$ cat src/rtl/lzw_encoder_assert.svh
// Assertion macros for the LZW encoder.
// Expects clk and rst_n in the scope of every use.
`ifndef LZW_ENCODER_ASSERT_SVH
`define LZW_ENCODER_ASSERT_SVH

// same-cycle implication
`define LZWE_ASSERT_NOW(label, a, c, msg) \
  label: assert property (@(posedge clk) disable iff (!rst_n) (a) |-> (c)) else $error(msg);

// next-cycle implication
`define LZWE_ASSERT_NEXT(label, a, c, msg) \
  label: assert property (@(posedge clk) disable iff (!rst_n) (a) |=> (c)) else $error(msg);

`endif

$ cat src/rtl/lzwe_ram.sv
// Generic single-write, single-read RAM with registered read data.
// No dependencies.
`default_nettype none
module lzwe_ram #(
  parameter int WIDTH = 8,
  parameter int DEPTH = 256,
  localparam int AW = $clog2(DEPTH)
) (
  input  wire logic             clk,
  input  wire logic             we,
  input  wire logic [AW-1:0]    waddr,
  input  wire logic [WIDTH-1:0] wdata,
  input  wire logic [AW-1:0]    raddr,
  output logic      [WIDTH-1:0] rdata
);

  logic [WIDTH-1:0] mem [DEPTH];

  always_ff @(posedge clk) begin
    if (we) begin
      mem[waddr] <= wdata;
    end
    rdata <= mem[raddr];
  end

endmodule
`default_nettype wire

$ cat config.mk
export PLATFORM = sky130hd
export DESIGN_NAME = lzwe_ram
export DESIGN_NICKNAME = d
export VERILOG_FILES = /design/src/rtl/lzw_encoder_assert.svh /design/src/rtl/lzwe_ram.sv
export SDC_FILE = /design/constraint.sdc
export NUM_CORES = 2
export LEC_CHECK = 0
export BUFFER_PORTS_ARGS = -buffer_cell sky130_fd_sc_hd__buf_4
export CAP_MARGIN = 40
export CORE_ASPECT_RATIO = 1.75
export CORE_MARGIN = 5
export CORE_UTILIZATION = 25
export CTS_CLUSTER_DIAMETER = 120
export DETAILED_ROUTE_END_ITERATION = 8
export GPL_TIMING_DRIVEN = 0
export PLACE_DENSITY = 0.37
export RECOVER_POWER = 25
export SLEW_MARGIN = 30
export SYNTH_ARGS = -nofsm -noshare
export SYNTH_HDL_FRONTEND = slang
export SYNTH_SLANG_ARGS = --single-unit
$ cat constraint.sdc
create_clock -name clk -period 3.2 [get_ports clk]
set_input_delay 0.48 -clock clk [delete_from_list [all_inputs] [get_ports clk]]
set_output_delay 0.48 -clock clk [all_outputs]
set_load 0.02 [all_outputs]
==> results.yml <==
outcome:
  status: "complete, but fails checks"
  violations: "max-capacitance violations, max-slew violations, negative setup slack"
synthesis:
  synth_xor_area_share_pct: 0
  synth-adder-area-share_pct: 0
  synth-compound-area-share_pct: 3.419
  synth_top_area_share_pct: 77.30
  synth_top_family_by_area: "multiplexers"
  synth.distinct_cells: 55
  syn_avg_cell_area_um2: 21.31
  ys_async_sr_fraction_pct: 0
  ys_ff_latch: 2056
  yosysWarningCount: 0
  ys_top_cells_by_area: "edfxtp_1, mux4_2, mux2i_1"
  synthFlopType: "edfxtp_1"
  syn_inst: 3733
  synth_edf_count: 2048
  syn_area_um2: 79560
  synth_top_area_cell: "edfxtp_1"
  seq_area_frac_synth_pct: 77.50
  synth_nets: 3759
  yosys.area_share.simple_pct: 2.628
  muxShareOfSynthArea_pct: 14.62
finish:
  drive_gt1_share_pct: 30.42
  instances_no_fill: 8550
  mostFrequentLayoutCells: "edfxtp_1, mux4_2, buf_4, nor2_1, clkbuf_16"
  synthToLayoutAreaGrowth_pct: 19.82
  final_nets: 4274
  fill_cells: 31040
  multi_input_area_um2: 17090
  final_common_cell: "edfxtp_1"
  regArea_um2: 61660
clock_tree:
  cts_setup_buffers: 0
  root_buffer: "clkbuf_16"
  cts.path.max_buffers: 4
  cts_max_level: 4
  cts_buffers: 199
  clk_pin_slew_ns: 0.07
  cts_tree: "yes"
  clock_sinks: 2056
  clk_latency_ns: 0.89
detailed_routing:
  wl_per_cell_um: 36.71
  vias: 40910
  drt_first_pass_iters: 7
  viasPerCell: 4.785
  antenna_left: 0
  routed_wl_um: 313900
  drc: 0
  drt_iter0_markers: 3636
global_routing:
  grt_max_degree: 100
  antenna_found_initial: 21
  grt_pass1_wl_um: 412700
  track_usage_pct: 18.63
  overflow: 0
  grt_pass1_vias: 43020
pwr:
  p_int_w: 0.04412
  p_comb_share_pct: 6.8
  power.density_nw_per_um2: 603.0
  clkPwrFrac_pct: 41.6
  p_seq_share_pct: 51.7
  power.share.switching_pct: 23.25
  max-vdd-ir-drop_uv: 451.4
  cellLeakagePower_nw: 29.39
  power_switching_w: 0.01336
critical_path:
  regToRegEndpoint: "rdata[6]"
  crit_top_cell: "buf_4"
  cpPeakStageDelay_ns: 0.63
  cp_max_fo: 10
  crit_chain: "buf_2 -> buf_4 -> buf_4 -> nand3b_1 -> o22ai_1 -> o21ai_0 -> nand3_1 -> nor4_1 -> clkdlybuf4s15_2 -> nor4_4"
  regToRegSetupSlack_ns: 0.35
  critPathCaptureType: "flip-flop"
  timing.setup.critical_path_class: "input port to flip-flop"
  worstPathRequired_ns: 3.91
  crit_path_top_delay_cell: "nand3b_1"
  rr_worst_depth: 6
  arrival_ns: 4.02
  r2r-start: "mem[80][6]"
  critPathLaunchType: "input port"
timing:
  setup_tns_ns: -0.4011
  maxSlewViolCount: 424
  clock_skew_ns: 0.03067
  grt_setup_unrepaired: "yes"
  max_slew_margin_pct: -55.97
  setup_violations: 6
  worst_pin_slew_ns: 2.340
  setup_ws_ns: -0.1134
  hold_viol_final: 0
  timing.fmax_mhz: 301.8
  min_period_ns: 3.313
  fin_crit_sh_pct: 103.5
place:
  portBuffers: 26
  dp.cells: 8147
  place_congestion: 0.9163
  dp_hpwl_um: 231000
hold_path:
  hold_end: "mem[163][4]"
  hold_depth: 1
  hold_class: "input port to flip-flop"
  hp-start: "wdata[4]"
die:
  num_rows: 274
  start_util_pct: 25.06
  die-area_um2: 330100
  io_pins: 34
  die_w_um: 436.4
  die_y_um: 756.3
  core_area_um2: 317500
job:
  max_cap_violations: 6
worst max-delay path by stage:
| stage | to | from | cells past startpoint |
|---|---|---|---|
| 3_3_place_gp | rdata[1] | raddr[1] | 9 |
| 5_1_grt | rdata[1] | raddr[1] | 10 |
| 6_report | rdata[1] | raddr[1] | 10 |
| 2_1_floorplan | rdata[2] | raddr[0] | 9 |
| 4_1_cts | rdata[0] | raddr[0] | 11 |
| 3_5_place_dp | rdata[6] | raddr[2] | 10 |
worst max-delay path: cells and delay by family:
family / cells / cell delay (ns)
AOI/OAI and AO/OA: 2 / 0.49
and+or+nand+nor: 4 / 1.57
buffers and inverters: 4 / 1.40
through the flow:
step | hold WS, ns | worst slack [ns] | utilization, % | cell area, um^2 | power [W]
floorplan | 0.5789 | 0.7821 | - | 79560 | 0.03174
global placement | 0.9210 | -3.951 | 26.75 | 84930 | 0.03393
detailed placement | 0.6908 | -1.577 | 27.87 | 88490 | 0.03419
CTS | 0.02765 | 0.0006120 | 29.99 | 95210 | 0.05817
global route | 0.05952 | -0.003440 | 30.02 | 95320 | 0.05906
finish | 0.05472 | -0.1134 | 30.03 | 95320 | 0.05748
cells by family (layout without fill, tap and decap cells):
logic type	count (synthesis)	count (layout)
AOI/OAI and AO/OA	385	385
buffers and inverters	235	907
DFF	2056	2056
muxes	591	591
other	0	5
and+or+nand+nor	466	466
sequential cells by signal, indices dropped and copies added (netlist names):
| register | flops |
|---|---|
| mem | 2048 |
| rdata | 8 |
synthesized netlist by cell type, types with 4 or more instances:
cell type and n:
buf_6 21, a21oi_1 96, o21ai_0 10, a22o_1 8
buf_1 22, a211oi_1 16, o211ai_1 10, nor2_1 282
o32ai_1 4, nand2b_1 8, mux4_2 454, buf_12 8
o221ai_1 46, nand2_1 33, or2_2 4, nor2b_1 31
edfxtp_1 2048, a22oi_1 133, clkbuf_1 111, buf_2 31
nand3_1 34, o22a_1 5, nor3_1 22, buf_4 27
o22ai_1 28, mux2i_1 134, dfxtp_1 8, nand4_1 10
buf_8 13, nor4_1 24, and2_1 6, a221oi_1 13
cell type report:
type	count	area share, %
Buffer	233	1.672
Antenna cell	5	0.01313
Clock buffer	246	5.552
Timing Repair Buffer	314	3.628
Tap cell	4140	5.434
Clock inverter	112	1.080
Inverter	2	0.007876
Multi-Input combinational cell	1442	17.93
Sequential cell	2056	64.69
layer usage:
layer	share of wire (%)	wire [um]	GRT usage (%)
met1	34	107800	19.47
met2	56	176000	36.45
met3	3.6	11170	2.092
met4	6.0	18860	9.339
met5	0.012	38	0
what timing repair did:
item | 4_1_cts | 5_1_grt
setup endpoints to repair | 8 | 5
hold endpoints to repair | 97 | 0
pin swaps | 1 | 1
hold buffers | 5 | 0
resized for setup | 70 | 5
power by group through the flow:
stage	logic, W	clock network (W)	registers, W
after floorplan	0.00144	0	0.0303
after global placement	0.00359	0	0.0303
after detailed placement	0.00391	0	0.0303
after CTS	0.00400	0.0245	0.0297
after global routing	0.00398	0.0254	0.0297
final	0.00389	0.0239	0.0297
No activity file was read; power rests on OpenSTA's default activity.
