[src/rtl/lzw_encoder_assert.svh]
// Assertion macros for the LZW encoder.
// Expects clk and rst_n in the scope of every use.
`ifndef LZW_ENCODER_ASSERT_SVH
`define LZW_ENCODER_ASSERT_SVH

// same-cycle implication
`define LZWE_ASSERT_NOW(label, a, c, msg) \
  label: assert property (@(posedge clk) disable iff (!rst_n) (a) |-> (c)) else $error(msg);

// next-cycle implication
`define LZWE_ASSERT_NEXT(label, a, c, msg) \
  label: assert property (@(posedge clk) disable iff (!rst_n) (a) |=> (c)) else $error(msg);

`endif

[src/rtl/lzwe_pkg.sv]
// Package for the LZW encoder: sizes and payload structs.
// No dependencies.
`default_nettype none
package lzwe_pkg;

  localparam int MAX_CODE_BITS     = 12;
  localparam int INITIAL_CODE_BITS = 9;
  localparam int ROOT_CODES        = 256;

  localparam int BYTE_W   = 8;
  localparam int WIDTH_W  = 4;
  localparam int NEXT_W   = MAX_CODE_BITS + 1;
  localparam int ROOT_W   = $clog2(ROOT_CODES);
  localparam int DICT_DEPTH = 1 << MAX_CODE_BITS;
  localparam int NODE_W   = MAX_CODE_BITS + BYTE_W;

  typedef struct packed {
    logic [BYTE_W-1:0] data_byte;
    logic              end_of_input;
  } in_item_t;

  typedef struct packed {
    logic [MAX_CODE_BITS-1:0] code;
    logic [WIDTH_W-1:0]       code_width;
    logic                     final_code;
  } out_item_t;

endpackage
`default_nettype wire

[src/rtl/lzwe_out_reg.sv]
// Output register for result transactions of the LZW encoder.
// Depends on lzwe_pkg.
`default_nettype none
module lzwe_out_reg (
  input  wire logic                clk,
  input  wire logic                rst_n,
  input  wire logic                push,
  input  wire lzwe_pkg::out_item_t push_data,
  output logic                     can_load,
  output logic                     out_valid,
  input  wire logic                out_ready,
  output lzwe_pkg::out_item_t      out_data
);

  logic                valid_r;
  lzwe_pkg::out_item_t data_r;

  assign can_load  = !valid_r || out_ready;
  assign out_valid = valid_r;
  assign out_data  = data_r;

  always_ff @(posedge clk) begin
    if (!rst_n) begin
      valid_r <= 1'b0;
    end else if (push) begin
      valid_r <= 1'b1;
    end else if (out_ready) begin
      valid_r <= 1'b0;
    end
  end

  always_ff @(posedge clk) begin
    if (push) begin
      data_r <= push_data;
    end
  end

endmodule
`default_nettype wire

[config.mk]
export PLATFORM = sky130hd
export DESIGN_NAME = lzwe_out_reg
export DESIGN_NICKNAME = d
export VERILOG_FILES = /design/src/rtl/lzw_encoder_assert.svh /design/src/rtl/lzwe_pkg.sv /design/src/rtl/lzwe_out_reg.sv
export SDC_FILE = /design/constraint.sdc
export NUM_CORES = 1
export LEC_CHECK = 0
export ABC_AREA = 0
export BUFFER_PORTS_ARGS = -buffer_cell sky130_fd_sc_hd__buf_2
export CAP_MARGIN = 20
export CORE_MARGIN = 8
export CORE_UTILIZATION = 37
export DETAILED_ROUTE_END_ITERATION = 10
export GPL_TIMING_DRIVEN = 0
export PLACE_DENSITY = 0.77
export SKIP_LAST_GASP = 1
export SLEW_MARGIN = 0
export SYNTH_ARGS = -nofsm -noshare
export SYNTH_HDL_FRONTEND = slang
export SYNTH_SLANG_ARGS = --single-unit
export TNS_END_PERCENT = 100
[constraint.sdc]
create_clock -name clk -period 0.8 [get_ports clk]
set_input_delay 0.08 -clock clk [delete_from_list [all_inputs] [get_ports clk]]
set_output_delay 0.08 -clock clk [all_outputs]
set_load 0.01 [all_outputs]
==> results_dict.tcl <==
set metrics [dict create \
    status "complete, but fails checks" \
    violations "negative setup slack" \
    clockBufferDepth 2 \
    dr.pass1.iters 2 \
    drtAntennaViolNets 0 \
    arrival_ns 0.82 \
    drive_gt1_share_pct 56.1 \
    vias 416 \
    finalWirelength_mm 1.39 \
    finalWorstSetupSlack_ns -0.0956 \
    htree_levels 1 \
    worst_setup_path_end_kind "output pin" \
    finalSetupTns_ns -1.38 \
    r2r-end "out_valid" \
    yosysTopAreaCellShare_pct 91.3 \
    ir_drop_mv 0.972 \
    numCtsBuffers 3 \
    drtIter0Drc 3 \
    yosysTopAreaCell "edfxtp_1" \
    synth_seq_cells 18 \
    ys_seq_area_share_pct 94.9 \
    seq_area_sq_um 532 \
    grt_pass1_wl_mm 2.06 \
    r2r_slack_ns 0.07 \
    slew_headroom_pct 74.2 \
    cts_root_buf "clkbuf_4" \
    antenna_found_initial 0 \
    synth_area_sq_um 559 \
    hold-path-endpoint "out_valid" \
    fp-row-count 14 \
    worst_slew_pin_slew_ns 0.387 \
    finClkSkew_ns 0 \
    path_cells "nand2b_4, buf_6" \
    r2r_cells 3 \
    use_met2_pct 14.7 \
    grt_max_degree 19 \
    syn2layout_area_growth_pct 76.3 \
    pwr_density_cell_mw_per_mm2 1860 \
    cp_max_fo 2 \
    place_congestion 0.632 \
    critPathBufInv 1 \
    final_nets 104 \
    clkLatencyLatePin_ns 0.28 \
    min_from "rst_n" \
    initial_core_util_pct 38.5 \
    finalHoldViolCount 0 \
    r2r-start "out_valid" \
    rsz0062_at_grt "true" \
    finalInstanceArea_sq_um 986 \
    cts_tree "done" \
    switching_share_pct 21.0 \
    setup-violations-final 19 \
    p_switching_uw 386 \
    max_freq_mhz 1120 \
    drcViolationCount 0 \
    hold_class "input pin to flip-flop" \
    total_power_uw 1840 \
    die_h_um 54.9 \
    power_frac_clock_pct 24.7 \
    die_x_um 54.9 \
    fin_crit_ns 0.896 \
    p_comb_share_pct 14.0 \
    synthDistinctLibCells 5 \
    met1_usage_pct 11.2 \
    multiInputGateArea_sq_um 25.0 \
    fillers 112 \
    wl_per_cell_um 14.2 \
    ios 40 \
    synthCells 21 \
    power.internal_uw 1450 \
    overflow 0 \
    portBuffers 39 \
    fin_crit_sh_pct 112 \
    avgSynthCellArea_sq_um 26.6 \
    final_cells 98 \
    critPathMaxStageDelay_ns 0.36 \
    cp-start-kind "flip-flop" \
    die-area_sq_mm 0.00301 \
    seqPwrFrac_pct 61.3 \
    whs_path_depth 2 \
    met3_usage_pct 4.08 \
    synthesis.nets 42 \
    drv_slew 0 \
    crit_family "flip-flops" \
    max-cap-violations 0 \
    slowest_stage "dfxtp_2" \
    via_per_inst 4.24 \
    leakagePower_uw 0.000437 \
    setup.worst_path.class "flip-flop to output pin" \
    synth-warning-count 0 \
    clock-sinks 18 \
    grt_usage_pct 9.92 \
    dp_cells 76 \
    grt_pass1_vias 445 \
    insertedDiodeCount 0 \
    crit_start "out_valid" \
    busiest_layer "met2" \
    placed_cell_area_sq_um 774 \
    cp.required_ns 0.72 \
    clk_pin_slew_ns 0.10 \
    synth_area_leaders "edfxtp_1 91%, dfxtp_1 3.6%, nand2b_4 2.5%, a21boi_2 2.0%, inv_1 0.67%" \
    coreArea_sq_mm 0.00145 \
]
## Yosys cell counts, drive strengths merged
master  count
edfxtp     17
dfxtp       1
nand2b      1
a21boi      1
inv         1
## power by group through the flow
stage / Clock [uW] / Sequential [uW] / Combinational [uW]
final: 453 / 1130 / 258
after global routing: 503 / 1140 / 279
after detailed placement: 0 / 1150 / 191
after CTS: 465 / 1130 / 262
after floorplan: 0 / 1190 / 11.2
after global placement: 0 / 1150 / 186
## flip-flops by register name (all words and copies together), names as in the netlist
register and flops:
out_valid 1, out_data 17
## placed cells by master, fill, tap and decap left out
master,instances
a21boi_2,1
buf_2,38
buf_4,1
buf_6,1
clkbuf_1,1
clkbuf_4,3
dfxtp_2,1
dlygate4sd3_1,17
edfxtp_1,17
inv_1,1
nand2b_4,1
## stage by stage
step	util [%]	hold slack, ns	worst slack (ns)
3_3_place_gp	53.3	0.257	0.0474
6_report	67.8	0.0400	-0.0956
3_5_place_dp	53.3	0.259	0.0174
5_1_grt	67.8	0.0330	-0.137
4_1_cts	67.8	0.0355	-0.100
2_1_floorplan	-	0.179	0.136
## how the worst max path moves through the flow
stage	endpoint	slack (ns)	depth (start not counted)
6_report	can_load	-0.1	2
5_1_grt	can_load	-0.14	2
4_1_cts	out_data[2]	-0.10	1
3_5_place_dp	out_data[15]	0.02	1
3_3_place_gp	out_data[6]	0.05	1
2_1_floorplan	out_valid	0.14	2
## area by class of cell
| type | count | share of cell area (%) |
|---|---|---|
| clock buffer | 4 | 2.66 |
| inverter | 1 | 0.381 |
| multi-input combinational | 2 | 2.54 |
| sequential | 18 | 53.9 |
| tap | 16 | 2.03 |
| timing repair buffer | 57 | 38.5 |
## routing by layer
| metal | vias to the layer above | routed length (um) |
|---|---|---|
| li1 | 203 | - |
| met1 | 179 | 579 |
| met2 | 30 | 596 |
| met3 | 4 | 185 |
| met4 | 0 | 31 |
| met5 | - | 0 |
## timing repair
action,in CTS,in global routing
setup endpoints to repair,19,19
endpoints found under the hold margin,17,0
buffers inserted,1,0
hold buffers,17,0
resized for setup,2,0
## cell families after synthesis
| family | count (synthesis) | synth area share, % |
|---|---|---|
| flip-flops | 18 | 94.9 |
| buffers and inverters | 1 | 0.670 |
| AND/OR/NAND/NOR | 1 | 2.46 |
| AO/OA/AOI/OAI | 1 | 2.01 |
Power figures use the tool's default switching activity.
